File: src/pipeline_hazard_nop_inserter_macros.svh
// Assertion macros shared by the hazard NOP inserter modules.
// Each macro expects signals named clk and rst_n in the module that uses it.
`ifndef PIPELINE_HAZARD_NOP_INSERTER_MACROS_SVH
`define PIPELINE_HAZARD_NOP_INSERTER_MACROS_SVH

`define PHNI_ASSERT_SAME(label, ante, cons, msg) \
    label: assert property (@(posedge clk) disable iff (!rst_n) (ante) |-> (cons)) \
        else $error(msg);

`define PHNI_ASSERT_NEXT(label, ante, cons, msg) \
    label: assert property (@(posedge clk) disable iff (!rst_n) (ante) |=> (cons)) \
        else $error(msg);

`endif

File: src/phni_pkg.sv
package phni_pkg;

    localparam logic [31:0] NOP_WORD = 32'h0000_0013;

    localparam logic [6:0] OPC_LOAD   = 7'b0000011;
    localparam logic [6:0] OPC_OP     = 7'b0110011;
    localparam logic [6:0] OPC_OPIMM  = 7'b0010011;
    localparam logic [6:0] OPC_JAL    = 7'b1101111;
    localparam logic [6:0] OPC_LUI    = 7'b0110111;
    localparam logic [6:0] OPC_BRANCH = 7'b1100011;
    localparam logic [6:0] OPC_STORE  = 7'b0100011;

    localparam int QUEUE_DEPTH_DEF = 2;

    typedef struct packed {
        logic [31:0] word;
        logic [1:0]  bubbles;
    } queue_entry_t;

    function automatic logic word_reads(input logic [31:0] w, input logic [4:0] r);
        logic [6:0] opc;
        logic [4:0] rs1;
        logic [4:0] rs2;
        logic       hit;
        opc = w[6:0];
        rs1 = w[19:15];
        rs2 = w[24:20];
        if (opc == OPC_OP || opc == OPC_BRANCH || opc == OPC_STORE)
        begin
            hit = (rs1 == r) || (rs2 == r);
        end
        else if (opc == OPC_LOAD || opc == OPC_OPIMM)
        begin
            hit = (rs1 == r);
        end
        else
        begin
            hit = 1'b0;
        end
        return hit;
    endfunction

    function automatic logic word_produces(input logic [31:0] w, input logic fwd);
        logic [6:0] opc;
        logic       prod;
        opc = w[6:0];
        if (w == NOP_WORD || w[11:7] == 5'd0)
        begin
            prod = 1'b0;
        end
        else if (fwd)
        begin
            prod = (opc == OPC_LOAD);
        end
        else
        begin
            prod = (opc == OPC_LOAD) || (opc == OPC_OP) || (opc == OPC_OPIMM) ||
                   (opc == OPC_JAL) || (opc == OPC_LUI);
        end
        return prod;
    endfunction

endpackage

File: src/phni_front.sv
`include "pipeline_hazard_nop_inserter_macros.svh"

module phni_front (
    input  logic                  clk,
    input  logic                  rst_n,
    input  logic                  cfg_valid,
    output logic                  cfg_ready,
    input  logic                  cfg_data,
    input  logic                  instr_valid,
    output logic                  instr_stall,
    input  logic [31:0]           instr_word,
    input  logic                  queue_full,
    output logic                  push,
    output phni_pkg::queue_entry_t push_entry
);
    import phni_pkg::*;

    logic       fwd_mode_reg;
    logic [4:0] near_dest_reg;
    logic       near_valid_reg;
    logic [4:0] far_dest_reg;
    logic       far_valid_reg;
    logic [4:0] near_dest_next;
    logic       near_valid_next;
    logic [4:0] far_dest_next;
    logic       far_valid_next;
    logic [1:0] bubbles;
    logic       prod;
    logic       accept;

    assign cfg_ready   = 1'b1;
    assign instr_stall = queue_full;
    assign accept      = instr_valid && !queue_full;

    always_comb
    begin
        priority if (near_valid_reg && word_reads(instr_word, near_dest_reg))
        begin
            bubbles = 2'd2;
        end
        else if (far_valid_reg && word_reads(instr_word, far_dest_reg))
        begin
            bubbles = 2'd1;
        end
        else
        begin
            bubbles = 2'd0;
        end
    end

    assign prod = word_produces(instr_word, fwd_mode_reg);

    always_comb
    begin
        if (bubbles != 2'd0)
        begin
            far_dest_next  = 5'd0;
            far_valid_next = 1'b0;
        end
        else
        begin
            far_dest_next  = near_dest_reg;
            far_valid_next = near_valid_reg;
        end
        near_dest_next  = prod ? instr_word[11:7] : 5'd0;
        near_valid_next = prod;
    end

    assign push               = accept;
    assign push_entry.word    = instr_word;
    assign push_entry.bubbles = bubbles;

    always_ff @(posedge clk or negedge rst_n)
    begin
        if (!rst_n)
        begin
            fwd_mode_reg   <= 1'b0;
            near_dest_reg  <= 5'd0;
            near_valid_reg <= 1'b0;
            far_dest_reg   <= 5'd0;
            far_valid_reg  <= 1'b0;
        end
        else
        begin
            if (cfg_valid && cfg_ready)
            begin
                fwd_mode_reg <= cfg_data;
            end
            if (accept)
            begin
                near_dest_reg  <= near_dest_next;
                near_valid_reg <= near_valid_next;
                far_dest_reg   <= far_dest_next;
                far_valid_reg  <= far_valid_next;
            end
        end
    end

    // A register x0 destination must never be recorded as a producer.
    `PHNI_ASSERT_SAME(a_near_not_x0, near_valid_reg, near_dest_reg != 5'd0, "near producer is x0")
    `PHNI_ASSERT_SAME(a_far_not_x0, far_valid_reg, far_dest_reg != 5'd0, "far producer is x0")
    `PHNI_ASSERT_NEXT(a_bubble_clears_far, accept && bubbles != 2'd0, !far_valid_reg, "far slot kept after bubbles")

endmodule

File: src/phni_queue.sv
`include "pipeline_hazard_nop_inserter_macros.svh"

module phni_queue #(
    parameter int DEPTH = phni_pkg::QUEUE_DEPTH_DEF
) (
    input  logic                   clk,
    input  logic                   rst_n,
    input  logic                   push,
    input  phni_pkg::queue_entry_t push_entry,
    output logic                   full,
    input  logic                   pop,
    output logic                   empty,
    output phni_pkg::queue_entry_t head
);
    import phni_pkg::*;

    localparam int IDX_W = (DEPTH > 1) ? $clog2(DEPTH) : 1;
    localparam int CNT_W = $clog2(DEPTH + 1);
    localparam logic [IDX_W-1:0] LAST_IDX = IDX_W'(DEPTH - 1);
    localparam logic [CNT_W-1:0] FULL_CNT = CNT_W'(DEPTH);

    queue_entry_t     slots_reg [DEPTH];
    logic [IDX_W-1:0] wr_ptr_reg;
    logic [IDX_W-1:0] rd_ptr_reg;
    logic [CNT_W-1:0] count_reg;
    logic [IDX_W-1:0] wr_ptr_next;
    logic [IDX_W-1:0] rd_ptr_next;
    logic [CNT_W-1:0] count_next;
    logic             do_push;
    logic             do_pop;

    assign full    = (count_reg == FULL_CNT);
    assign empty   = (count_reg == '0);
    assign head    = slots_reg[rd_ptr_reg];
    assign do_push = push && !full;
    assign do_pop  = pop && !empty;

    always_comb
    begin
        wr_ptr_next = wr_ptr_reg;
        rd_ptr_next = rd_ptr_reg;
        count_next  = count_reg;
        if (do_push)
        begin
            wr_ptr_next = (wr_ptr_reg == LAST_IDX) ? '0 : wr_ptr_reg + 1'b1;
        end
        if (do_pop)
        begin
            rd_ptr_next = (rd_ptr_reg == LAST_IDX) ? '0 : rd_ptr_reg + 1'b1;
        end
        if (do_push && !do_pop)
        begin
            count_next = count_reg + 1'b1;
        end
        else if (do_pop && !do_push)
        begin
            count_next = count_reg - 1'b1;
        end
    end

    always_ff @(posedge clk)
    begin
        if (do_push)
        begin
            slots_reg[wr_ptr_reg] <= push_entry;
        end
    end

    always_ff @(posedge clk or negedge rst_n)
    begin
        if (!rst_n)
        begin
            wr_ptr_reg <= '0;
            rd_ptr_reg <= '0;
            count_reg  <= '0;
        end
        else
        begin
            wr_ptr_reg <= wr_ptr_next;
            rd_ptr_reg <= rd_ptr_next;
            count_reg  <= count_next;
        end
    end

    `PHNI_ASSERT_SAME(a_count_bound, 1'b1, count_reg <= FULL_CNT, "queue count overflow")
    `PHNI_ASSERT_SAME(a_no_push_full, push, !full, "push into full queue")
    `PHNI_ASSERT_SAME(a_no_pop_empty, pop, !empty, "pop from empty queue")

endmodule

File: src/phni_back.sv
`include "pipeline_hazard_nop_inserter_macros.svh"

module phni_back (
    input  logic                   clk,
    input  logic                   rst_n,
    input  logic                   queue_empty,
    input  phni_pkg::queue_entry_t head,
    output logic                   pop,
    output logic                   result_valid,
    input  logic                   result_stall,
    output logic [31:0]            out_word,
    output logic                   is_bubble,
    output logic                   last_of_run
);
    import phni_pkg::*;

    logic        out_valid_reg;
    logic [31:0] out_word_reg;
    logic        is_bubble_reg;
    logic        last_reg;
    logic [1:0]  sent_reg;
    logic [1:0]  sent_next;
    logic        load;
    logic        emit_word;

    assign load      = !queue_empty && (!out_valid_reg || !result_stall);
    assign emit_word = (sent_reg == head.bubbles);
    assign pop       = load && emit_word;

    always_comb
    begin
        sent_next = sent_reg;
        if (load)
        begin
            sent_next = emit_word ? 2'd0 : sent_reg + 2'd1;
        end
    end

    always_ff @(posedge clk)
    begin
        if (load)
        begin
            out_word_reg  <= emit_word ? head.word : NOP_WORD;
            is_bubble_reg <= !emit_word;
            last_reg      <= emit_word;
        end
    end

    always_ff @(posedge clk or negedge rst_n)
    begin
        if (!rst_n)
        begin
            out_valid_reg <= 1'b0;
            sent_reg      <= 2'd0;
        end
        else
        begin
            sent_reg <= sent_next;
            if (load)
            begin
                out_valid_reg <= 1'b1;
            end
            else if (!result_stall)
            begin
                out_valid_reg <= 1'b0;
            end
        end
    end

    assign result_valid = out_valid_reg;
    assign out_word     = out_word_reg;
    assign is_bubble    = is_bubble_reg;
    assign last_of_run  = last_reg;

    `PHNI_ASSERT_SAME(a_kind_excl, out_valid_reg, is_bubble_reg != last_reg, "bubble and last mixed")
    `PHNI_ASSERT_SAME(a_bubble_nop, out_valid_reg && is_bubble_reg, out_word_reg == NOP_WORD, "bubble is not NOP")
    `PHNI_ASSERT_SAME(a_sent_bound, 1'b1, sent_reg <= 2'd2, "too many bubbles sent")

endmodule

File: src/pipeline_hazard_nop_inserter.sv
// Hazard NOP inserter for a RISC-V instruction stream.
// Instruction words enter on instr_valid/instr_stall; each one leaves on
// result_valid/result_stall, preceded by zero, one or two inserted NOP items
// when it reads a register written by one of the two previously emitted slots.
// An item is taken at a clock edge where valid is high and stall is low.
// The single configuration register, forwarding_mode, is written through
// cfg_valid/cfg_ready/cfg_data; the user must write it only while the block is
// idle, which the block does not enforce; cfg_ready is always high.
// The output emits one result per cycle unless stalled, so an item needing n
// NOPs gives n + 1 results; the checker takes one item per unstalled cycle.
// A two-entry queue sits between the checker and the output sequencer, so the
// input keeps accepting while the receiver stalls until that queue fills.
// When the receiver stalls, the presented result holds until it is taken.
// Reset clears the hazard history, the queue, the output and forwarding_mode.
module pipeline_hazard_nop_inserter #(
    parameter int QUEUE_DEPTH = phni_pkg::QUEUE_DEPTH_DEF
) (
    input  logic        clk,
    input  logic        rst_n,
    input  logic        cfg_valid,
    output logic        cfg_ready,
    input  logic        cfg_data,
    input  logic        instr_valid,
    output logic        instr_stall,
    input  logic [31:0] instr_word,
    output logic        result_valid,
    input  logic        result_stall,
    output logic [31:0] out_word,
    output logic        is_bubble,
    output logic        last_of_run
);
    import phni_pkg::*;

    logic         push;
    queue_entry_t push_entry;
    logic         queue_full;
    logic         queue_empty;
    logic         pop;
    queue_entry_t head;

    phni_front u_front (
        .clk         (clk),
        .rst_n       (rst_n),
        .cfg_valid   (cfg_valid),
        .cfg_ready   (cfg_ready),
        .cfg_data    (cfg_data),
        .instr_valid (instr_valid),
        .instr_stall (instr_stall),
        .instr_word  (instr_word),
        .queue_full  (queue_full),
        .push        (push),
        .push_entry  (push_entry)
    );

    phni_queue #(
        .DEPTH (QUEUE_DEPTH)
    ) u_queue (
        .clk        (clk),
        .rst_n      (rst_n),
        .push       (push),
        .push_entry (push_entry),
        .full       (queue_full),
        .pop        (pop),
        .empty      (queue_empty),
        .head       (head)
    );

    phni_back u_back (
        .clk          (clk),
        .rst_n        (rst_n),
        .queue_empty  (queue_empty),
        .head         (head),
        .pop          (pop),
        .result_valid (result_valid),
        .result_stall (result_stall),
        .out_word     (out_word),
        .is_bubble    (is_bubble),
        .last_of_run  (last_of_run)
    );

endmodule

File: config.mk
export PLATFORM = sky130hd
export DESIGN_NAME = pipeline_hazard_nop_inserter
export DESIGN_NICKNAME = d
export VERILOG_FILES = /design/src/phni_pkg.sv /design/src/phni_front.sv /design/src/phni_queue.sv /design/src/phni_back.sv /design/src/pipeline_hazard_nop_inserter.sv
export VERILOG_INCLUDE_DIRS = /design/src /design/src/src
export SDC_FILE = /design/constraint.sdc
export NUM_CORES = 1
export LEC_CHECK = 0
export BUFFER_PORTS_ARGS = -buffer_cell sky130_fd_sc_hd__buf_2
export CELL_PAD_IN_SITES_DETAIL_PLACEMENT = 0
export CELL_PAD_IN_SITES_GLOBAL_PLACEMENT = 1
export CORE_ASPECT_RATIO = 0.75
export CORE_MARGIN = 2
export CORE_UTILIZATION = 47
export DETAILED_ROUTE_END_ITERATION = 7
export PLACE_DENSITY = 0.83
export SYNTH_ARGS = -nofsm -noshare
export SYNTH_HDL_FRONTEND = slang
export SYNTH_SLANG_ARGS = --single-unit
File: constraint.sdc
create_clock -name clk -period 3.71 [get_ports clk]
set_input_delay 0.371 -clock clk [delete_from_list [all_inputs] [get_ports clk]]
set_output_delay 0.371 -clock clk [all_outputs]
set_load 0.03 [all_outputs]
==> results of run 1 <==
[kinds of logic after synthesis]
group                      count (synthesis)  synth area share [%]
muxes                                     35                  7.39
xor gates and xnor gates                  27                  4.97
DFF                                      122                  74.9
and+or+nand+nor                           76                  6.99
AOI/OAI and AO/OA                         23                  3.87
other                                      1                0.0788
buffers and inverters                     17                  1.55
adders and majority gates                  1                 0.263
[metrics by stage]
step                      power, uW  instance area, um2
after floorplan                3400                4760
after global placement         3800                5270
after detailed placement       3830                5270
after CTS                      5470                5870
after global routing           5670                5870
final                          5410                5870
[path summary, 6_finish.rpt]
| kind | slack [ns] | depth (start not counted) | to | start |
|---|---|---|---|---|
| setup / recovery | 1.30 | 8 | u_queue.count_reg[1] | u_queue.rd_ptr_reg |
| hold / removal | 0.15 | 1 | u_queue.slots_reg[1][29] | instr_word[27] |
| setup reg to reg | 1.30 | 8 | u_queue.count_reg[1] | u_queue.rd_ptr_reg |
| hold reg to reg | 0.50 | 1 | u_queue.count_reg[1] | u_queue.count_reg[1] |
| max in group asynchronous | 2.90 | 2 | u_queue.rd_ptr_reg | rst_n |
| min in group asynchronous | 0.45 | 2 | u_back.result_valid | rst_n |
[critical path: cells and delay by family (launching register included)]
kind          cells  cell delay (ns)
xor+xnor          3             0.46
mux               1             0.27
flops             1             0.63
simple gates      3             0.74
fa+ha+maj         1             0.23
[per-layer routing]
layer	part of all wire (%)	wire length (um)	GRT usage, %
met5	0	0	0
met1	48	4020	23.1
met3	5.2	434	5.65
met4	1.5	121	6.76
met2	45	3720	22.8
[area by class of cell]
type | count | area (um2) | share of cell area [%]
inverters | 6 | 22.5 | 0.384
clock inverters | 12 | 155 | 2.64
multi-input cells | 163 | 1140 | 19.4
well taps | 132 | 165 | 2.81
flip-flops and latches | 122 | 3560 | 60.7
clock buffers | 19 | 433 | 7.37
repair buffers | 76 | 390 | 6.65
[power groups by stage]
stage	Combinational (uW)	Sequential, uW	Clock, uW
5_1_grt	1660	2300	1710
6_report	1530	2250	1630
3_5_place_dp	1550	2280	0
2_1_floorplan	788	2620	0
4_1_cts	1560	2250	1660
3_3_place_gp	1530	2270	0
[placed cells by master, fill, tap and decap left out, drive strengths merged, types with 5 or more instances in the layout]
| master | count |
|---|---|
| edfxtp | 102 |
| clkinv | 8 |
| nand2 | 23 |
| nand3 | 6 |
| nor2 | 34 |
| a22o | 6 |
| clkbuf | 19 |
| mux2i | 34 |
| xnor2 | 16 |
| buf | 75 |
| xor2 | 11 |
| inv | 5 |
| dfrtp | 20 |
| o31ai | 6 |
==> impl_metrics.py, run 1 <==
metrics = {
    "logic_synthesis": {
        "syn-instance-count": 302,
        "synth_edf_count": 102,
        "synth_common_cells": "edfxtp_1, mux2i_1, nor2_1",
        "synth_flop_cell": "edfxtp_1",
        "yosysWarnings": 0,
        "avgSynthCellArea_um2": 15.8,
        "async_flop_share_pct": 16.4,
        "syn-cell-area_um2": 4760,
        "ys_types": 35,
        "synth-seq-area-share_pct": 74.9,
        "yosysMostFrequentCell": "edfxtp_1",
        "synth_seq_cells": 122,
        "synthTopCellsByArea": "edfxtp_1, dfrtp_1, mux2i_1",
        "synth_top_area_share_pct": 64.4,
        "synth_top_area_cell": "edfxtp_1",
        "syn_nets": 341,
    },
    "timing": {
        "max_freq_mhz": 415,
        "max_slew_margin_pct": 32.3,
        "rsz0062_at_grt": "false",
        "finalClockSkew_ns": 0.00622,
        "hold_violations": 0,
        "fin_crit_sh_pct": 65.0,
        "slew_violations": 0,
        "layout_setup_ws_ns": 1.30,
        "period_needed_ns": 2.41,
        "worstMarginPinSlew_ns": 1.01,
        "fin_hold_ws_ns": 0.154,
        "final.setup.tns_ns": 0,
        "setup_violations": 0,
    },
    "power": {
        "p_sw_uw": 1780,
        "p_leak_uw": 0.00232,
        "netSwitchingFraction_pct": 32.9,
        "peakVddDrop_mv": 0.510,
        "p_per_area_nw_per_um2": 922,
        "power_frac_comb_pct": 28.3,
        "seqPwrFrac_pct": 41.6,
        "p_int_uw": 3630,
        "clockPowerShare_pct": 30.1,
    },
    "clock_tree": {
        "clk_latency_ns": 0.40,
        "cts.repair.resized": 0,
        "clk_pin_slew_worst_paths_ns": 0.05,
        "cts_tree": "yes",
        "cts_hold_buf": 1,
        "cts-root-buf": "clkbuf_16",
        "cts_inserted_buffers": 17,
        "htreeDepth": 4,
        "clk_path_buf_depth": 2,
        "clock_sinks": 122,
        "cts_setup_buffers": 0,
    },
    "routing": {
        "drt-pass1-iter-count": 4,
        "drc": 0,
        "drtAntennaViolNets": 0,
        "dr.first_iter.drc_count": 191,
        "wl_per_cell_um": 15.7,
        "vias_per_cell": 5.00,
        "vias": 2652,
        "wl_mm": 8.30,
    },
    "critical_path": {
        "crit_path_frequent_cell": "xor2_1",
        "crit_fanout": 15,
        "slowest_stage": "dfrtp_2",
        "crit_arrival_ns": 2.74,
        "endpoint_kind": "register",
        "slowest_delay_ns": 0.63,
        "setup.worst_path.start_class": "register",
        "cp_cell_sequence": "mux2i_1 -> xor2_1 -> nor2b_1 -> nand2_1 -> ha_1 -> xor2_1 -> nor2_1 -> xor2_1",
        "criticalPathCategory": "reg2reg",
        "critPathRequiredTime_ns": 4.04,
    },
    "final_layout": {
        "drive_gt1_share_pct": 26.6,
        "fin_cells": 530,
        "post-route-util_pct": 60.3,
        "fin_nets": 425,
        "diodes": 0,
        "fill_cells": 725,
        "area_growth_pct": 23.4,
        "largest_reg_flops": 68,
    },
    "place": {
        "routabilityCongestion": 0.844,
        "io_buffers": 73,
        "dp_hpwl_mm": 5.35,
        "dp_cells": 498,
        "pre_cts_slack_ns": 1.34,
    },
    "die": {
        "rows": 31,
        "dieArea_um2": 11000,
        "design.core.area_um2": 9740,
        "start_util_pct": 48.9,
        "boundaryPins": 75,
        "die_w_um": 120,
        "dieHeight_um": 91.1,
    },
    "run": {
        "maxCapViolations": 0,
    },
    "grt": {
        "grt_pass1_vias": 2513,
        "grt-ovfl-total": 0,
        "grt_max_degree": 35,
        "grt_first_pass_wirelength_mm": 12.9,
        "grtUsageTotal_pct": 16.2,
        "antenna_found_initial": 0,
    },
    "outcome": {
        "outcome": "finished clean",
    },
    "hold_path": {
        "worstHoldPathType": "in2reg",
    },
}
Note: power is estimated with default switching activity, not from simulation.
==> run 2, diff against run 1 <==
--- a/config.mk
+++ b/config.mk
@@ -6,14 +6,15 @@
 export SDC_FILE = /design/constraint.sdc
 export NUM_CORES = 1
 export LEC_CHECK = 0
+export ABC_AREA = 1
 export BUFFER_PORTS_ARGS = -buffer_cell sky130_fd_sc_hd__buf_2
 export CELL_PAD_IN_SITES_DETAIL_PLACEMENT = 0
 export CELL_PAD_IN_SITES_GLOBAL_PLACEMENT = 1
 export CORE_ASPECT_RATIO = 0.75
 export CORE_MARGIN = 2
-export CORE_UTILIZATION = 47
+export CORE_UTILIZATION = 41
 export DETAILED_ROUTE_END_ITERATION = 7
-export PLACE_DENSITY = 0.83
+export PLACE_DENSITY = 0.79
 export SYNTH_ARGS = -nofsm -noshare
 export SYNTH_HDL_FRONTEND = slang
 export SYNTH_SLANG_ARGS = --single-unit
==> constraint.sdc (replaced) <==
create_clock -name clk -period 2 [get_ports clk]
set_input_delay 0.2 -clock clk [delete_from_list [all_inputs] [get_ports clk]]
set_output_delay 0.2 -clock clk [all_outputs]
set_load 0.03 [all_outputs]
==> impl_metrics.py, run 2 <==
metrics = {
    "die": {
        "start_util_pct": 41.5,
        "boundaryPins": 75,
        "design.core.area_um2": 12100,
        "dieHeight_um": 100,
        "rows": 35,
        "dieArea_um2": 13200,
        "die_w_um": 132,
    },
    "timing": {
        "final.setup.tns_ns": 0,
        "hold_violations": 0,
        "rsz0062_at_grt": "false",
        "max_freq_mhz": 543,
        "max_slew_margin_pct": 64.6,
        "slew_violations": 0,
        "fin_crit_sh_pct": 92.1,
        "period_needed_ns": 1.84,
        "finalClockSkew_ns": 0.00879,
        "setup_violations": 0,
        "worstMarginPinSlew_ns": 0.531,
    },
    "logic_synthesis": {
        "synth-seq-area-share_pct": 70.7,
        "synthTopCellsByArea": "edfxtp_1, nand2_1, dfrtp_1",
        "syn_nets": 451,
        "synth_top_area_share_pct": 60.8,
        "async_flop_share_pct": 16.4,
        "ys_types": 28,
        "synth_flop_cell": "edfxtp_1",
        "synth_common_cells": "nand2_1, edfxtp_1, inv_1",
        "yosysWarnings": 0,
        "yosysMostFrequentCell": "nand2_1",
        "syn-cell-area_um2": 5040,
        "syn-instance-count": 412,
        "synth_top_area_cell": "edfxtp_1",
        "avgSynthCellArea_um2": 12.2,
        "synth_seq_cells": 122,
        "synth_edf_count": 102,
    },
    "routing": {
        "wl_mm": 10.2,
        "drt-pass1-iter-count": 4,
        "vias_per_cell": 4.62,
        "wl_per_cell_um": 14.6,
        "dr.first_iter.drc_count": 197,
        "drtAntennaViolNets": 0,
        "vias": 3217,
        "drc": 0,
    },
    "clock_tree": {
        "clk_path_buf_depth": 2,
        "clk_pin_slew_worst_paths_ns": 0.05,
        "cts.repair.resized": 0,
        "clock_sinks": 122,
        "cts_hold_buf": 16,
        "cts_setup_buffers": 0,
        "cts_inserted_buffers": 17,
        "cts-root-buf": "clkbuf_16",
        "htreeDepth": 4,
        "cts_tree": "yes",
        "clk_latency_ns": 0.41,
    },
    "hold_path": {
        "min_to": "u_front.fwd_mode_reg",
        "worstHoldPathType": "in2reg",
        "hp-start": "cfg_data",
        "holdPathStages": 3,
    },
    "critical_path": {
        "critPathTopFamily": "flip-flops",
        "endpoint_kind": "register",
        "crit_path_frequent_cell": "nand2_4",
        "critPathRequiredTime_ns": 2.29,
        "r2r_slack_ns": 0.16,
        "r2r-end": "u_queue.count_reg[1]",
        "reg2regPathDepth": 10,
        "slowest_delay_ns": 0.49,
        "criticalPathCategory": "reg2reg",
        "r2r_start": "u_queue.rd_ptr_reg",
        "setup.worst_path.start_class": "register",
        "crit_fanout": 6,
        "crit_buf_inv": 1,
        "cp_cell_sequence": "nand2_1 -> nand2_2 -> xor2_2 -> nand2_4 -> inv_4 -> nand2_4 -> ha_4 -> a21oi_2 -> o21ai_1 -> xor2_1",
        "slowest_stage": "dfrtp_1",
        "crit_arrival_ns": 2.13,
        "critical_path_depth": 10,
    },
    "power": {
        "power.total_uw": 10900,
        "p_per_area_nw_per_um2": 1690,
        "peakVddDrop_mv": 0.749,
        "p_leak_uw": 0.00263,
    },
    "place": {
        "routabilityCongestion": 0.799,
        "place_area_um2": 5690,
        "dp_hpwl_mm": 6.65,
        "io_buffers": 73,
    },
    "final_layout": {
        "final_common_cell": "nand2_1",
        "fin_nets": 559,
        "drive_gt1_share_pct": 30.1,
        "final_cell_mix": "nand2_1, edfxtp_1, buf_2",
        "diodes": 0,
        "largest_reg_flops": 68,
        "area_growth_pct": 28.2,
        "post-route-util_pct": 53.2,
        "final_area_um2": 6460,
    },
    "grt": {
        "antenna_found_initial": 0,
        "grtUsageTotal_pct": 16.8,
        "grt_max_degree": 31,
        "grt_pass1_vias": 3247,
        "grt-ovfl-total": 0,
        "grt_first_pass_wirelength_mm": 16.4,
    },
    "outcome": {
        "outcome": "finished clean",
    },
    "run": {
        "maxCapViolations": 0,
    },
}
==> run 2: layer usage <==
metal | share of wire [%] | routed length, um | global-route usage [%] | up-vias
li1 | - | - | - | 1580
met1 | 45 | 4570 | 20.6 | 1542
met2 | 49 | 4940 | 27.9 | 87
met3 | 5.7 | 577 | 6.01 | 8
met4 | 0.87 | 89 | 5.94 | 0
met5 | 0 | 0 | 0 | -
==> run 2: final cells by class <==
| class | instances | area [um2] |
|---|---|---|
| fill | 1041 | 5670 |
| sequential | 122 | 3560 |
| multi-input combinational | 241 | 1290 |
| timing repair buffer | 101 | 641 |
| clock buffer | 19 | 433 |
| tap | 166 | 208 |
| clock inverter | 11 | 171 |
| inverter | 37 | 150 |
==> run 2: through the flow <==
stage          std cells  setup slack [ns]  hold WS, ns
2_1_floorplan        412           -0.0243      -0.0956
3_3_place_gp         651             0.275        0.186
3_5_place_dp         651             0.137        0.206
4_1_cts              697             0.139      0.00147
5_1_grt              697            0.0510      0.00338
6_report             697             0.159       0.0130
==> run 2: cell families (layout without fill, tap and decap cells) <==
| kind of cell | after synthesis | after routing | synth area share, % |
|---|---|---|---|
| and+or+nand+nor | 175 | 175 | 14.1 |
| DFF | 122 | 122 | 70.7 |
| buffers and inverters | 49 | 168 | 4.57 |
| AOI/OAI and AO/OA | 43 | 43 | 6.48 |
| xor gates and xnor gates | 21 | 21 | 3.80 |
| adders and majority gates | 1 | 1 | 0.248 |
| other | 1 | 1 | 0.0744 |
==> run 2: power by group <==
part           leakage (uW)  switching (uW)  total (uW)  internal (uW)
registers           0.00123             302        4120           3820
logic               0.00111            2580        3630           1050
clock network      0.000293            1060        3130           2070
total               0.00263            3940       10900           6940
==> run 2: worst max path at each step <==
stage               slack [ns]                 from              endpoint
finish                    0.16   u_queue.rd_ptr_reg  u_queue.count_reg[1]
global route              0.05   u_queue.rd_ptr_reg  u_queue.count_reg[1]
CTS                       0.14   u_queue.rd_ptr_reg  u_queue.count_reg[1]
detailed placement        0.14   u_queue.rd_ptr_reg  u_queue.count_reg[1]
global placement          0.27   u_queue.rd_ptr_reg  u_queue.count_reg[1]
floorplan                -0.02  u_back.result_valid  u_queue.count_reg[1]
==> run 2: worst register-to-register path: cells and delay by family (launching register included) <==
kind,cells,cell delay (ns)
AO/OA/AOI/OAI,2,0.17
AND/OR/NAND/NOR,4,0.38
flip-flops,1,0.49
adder cells (fa/ha/maj),1,0.25
buffers and inverters,1,0.09
XOR/XNOR,2,0.35
==> run 3, diff against run 2 <==
--- a/config.mk
+++ b/config.mk
@@ -14,7 +14,7 @@
 export CORE_MARGIN = 2
 export CORE_UTILIZATION = 41
 export DETAILED_ROUTE_END_ITERATION = 7
-export PLACE_DENSITY = 0.79
+export PLACE_DENSITY = 0.83
 export SYNTH_ARGS = -nofsm -noshare
 export SYNTH_HDL_FRONTEND = slang
 export SYNTH_SLANG_ARGS = --single-unit
==> impl_metrics.py, run 3 (same netlist as run 2, synthesis figures left out) <==
metrics = {
    "outcome": {
        "outcome": "finished clean",
    },
    "grt": {
        "grt-ovfl-total": 0,
        "grt_first_pass_wirelength_mm": 16.7,
        "grtUsageTotal_pct": 16.8,
        "antenna_found_initial": 0,
        "grt_max_degree": 33,
        "grt_pass1_vias": 3355,
    },
    "power": {
        "p_per_area_nw_per_um2": 1690,
        "peakVddDrop_mv": 0.679,
        "power.total_uw": 10900,
        "p_leak_uw": 0.00264,
    },
    "die": {
        "boundaryPins": 75,
        "design.core.area_um2": 12100,
        "start_util_pct": 41.5,
        "rows": 35,
        "dieHeight_um": 100,
        "dieArea_um2": 13200,
        "die_w_um": 132,
    },
    "final_layout": {
        "largest_reg_flops": 68,
        "final_common_cell": "nand2_1",
        "final_cell_mix": "nand2_1, edfxtp_1, buf_2",
        "fin_cells": 697,
        "area_growth_pct": 28.6,
        "diodes": 0,
        "drive_gt1_share_pct": 30.5,
        "fin_nets": 558,
        "fill_cells": 1004,
    },
    "clock_tree": {
        "cts_inserted_buffers": 17,
        "htreeDepth": 4,
        "cts_hold_buf": 17,
        "clk_path_buf_depth": 2,
        "cts-root-buf": "clkbuf_16",
        "clock_sinks": 122,
        "cts_setup_buffers": 0,
        "clk_latency_ns": 0.42,
        "clk_pin_slew_worst_paths_ns": 0.06,
        "cts.repair.resized": 0,
        "cts_tree": "yes",
    },
    "place": {
        "dp_cells": 649,
        "io_buffers": 73,
        "routabilityCongestion": 0.806,
        "pre_cts_slack_ns": 0.143,
        "dp_hpwl_mm": 6.58,
    },
    "timing": {
        "max_slew_margin_pct": 65.0,
        "setup_violations": 0,
        "hold_violations": 0,
        "max_freq_mhz": 543,
        "rsz0062_at_grt": "false",
        "worstMarginPinSlew_ns": 0.526,
        "final.setup.tns_ns": 0,
        "finalClockSkew_ns": 0.0142,
        "slew_violations": 0,
        "fin_hold_ws_ns": 0.00837,
        "fin_crit_sh_pct": 92.1,
        "layout_setup_ws_ns": 0.158,
        "period_needed_ns": 1.84,
    },
    "routing": {
        "dr.first_iter.drc_count": 195,
        "vias": 3251,
        "drtAntennaViolNets": 0,
        "drc": 0,
        "vias_per_cell": 4.66,
        "wl_per_cell_um": 14.8,
        "wl_mm": 10.3,
        "drt-pass1-iter-count": 4,
    },
    "critical_path": {
        "r2r_start": "u_queue.rd_ptr_reg",
        "slowest_delay_ns": 0.45,
        "endpoint_kind": "register",
        "crit_path_frequent_cell": "nand2_1",
        "cp_cell_sequence": "inv_6 -> nand2_1 -> nand2_1 -> xor2_1 -> inv_1 -> nand2_4 -> buf_4 -> a21oi_2",
        "slowest_stage": "dfrtp_1",
        "critPathRequiredTime_ns": 2.14,
        "criticalPathCategory": "reg2reg",
        "setup.worst_path.start_class": "register",
        "crit_fanout": 30,
        "cp-startpoint": "u_queue.rd_ptr_reg",
        "crit_arrival_ns": 1.98,
        "critPathTopFamily": "buffers and inverters",
        "crit_buf_inv": 3,
    },
    "hold_path": {
        "hp-start": "cfg_valid",
        "worstHoldPathType": "in2reg",
    },
    "run": {
        "maxCapViolations": 0,
    },
}
==> run 3: power by group <==
| group | internal [uW] | leakage (uW) | switching [uW] |
|---|---|---|---|
| clock | 2080 | 0.000305 | 1130 |
| combinational | 1050 | 0.00111 | 2560 |
| sequential | 3820 | 0.00123 | 300 |
==> run 3: worst register-to-register path, stage by stage (launching register included) <==
cell	delay [ns]
dfrtp_1	0.45
inv_6	0.14
nand2_1	0.07
nand2_1	0.08
xor2_1	0.15
inv_1	0.08
nand2_4	0.07
buf_4	0.45
a21oi_2	0.08
==> run 3: cell type report <==
class / instances / area [um2] / area share (%)
well taps: 166 / 208 / 3.21
repair buffers: 100 / 648 / 10.0
multi-input cells: 241 / 1290 / 19.9
inverters: 37 / 150 / 2.32
clock buffers: 17 / 425 / 6.56
flip-flops and latches: 122 / 3560 / 55.0
clock inverters: 14 / 195 / 3.01
==> run 3: metal layers <==
layer / global-route usage [%] / vias to the layer above / routed length, um / part of all wire [%]
li1: - / 1580 / - / -
met1: 20.8 / 1555 / 4600 / 45
met2: 27.5 / 103 / 4940 / 48
met3: 5.71 / 13 / 603 / 5.9
met4: 6.61 / 0 / 147 / 1.4
met5: 0 / - / 0 / 0
==> run 3: stage by stage <==
step,instance area [um2],utilization [%]
after floorplan,5090,-
after global placement,5690,46.9
after detailed placement,5690,46.9
after CTS,6480,53.4
after global routing,6480,53.4
final,6480,53.4
==> run 3: final timing paths <==
check / slack, ns / endpoint / cells after the start
min reg2reg: 0.49 / u_front.far_valid_reg / 2
min: 0.008 / u_front.fwd_mode_reg / 2
max in group asynchronous: 1.37 / u_back.result_valid / 2
max: 0.16 / u_back.out_word[11] / 8
min in group asynchronous: 0.28 / u_queue.count_reg[0] / 2
max reg2reg: 0.16 / u_back.out_word[11] / 8
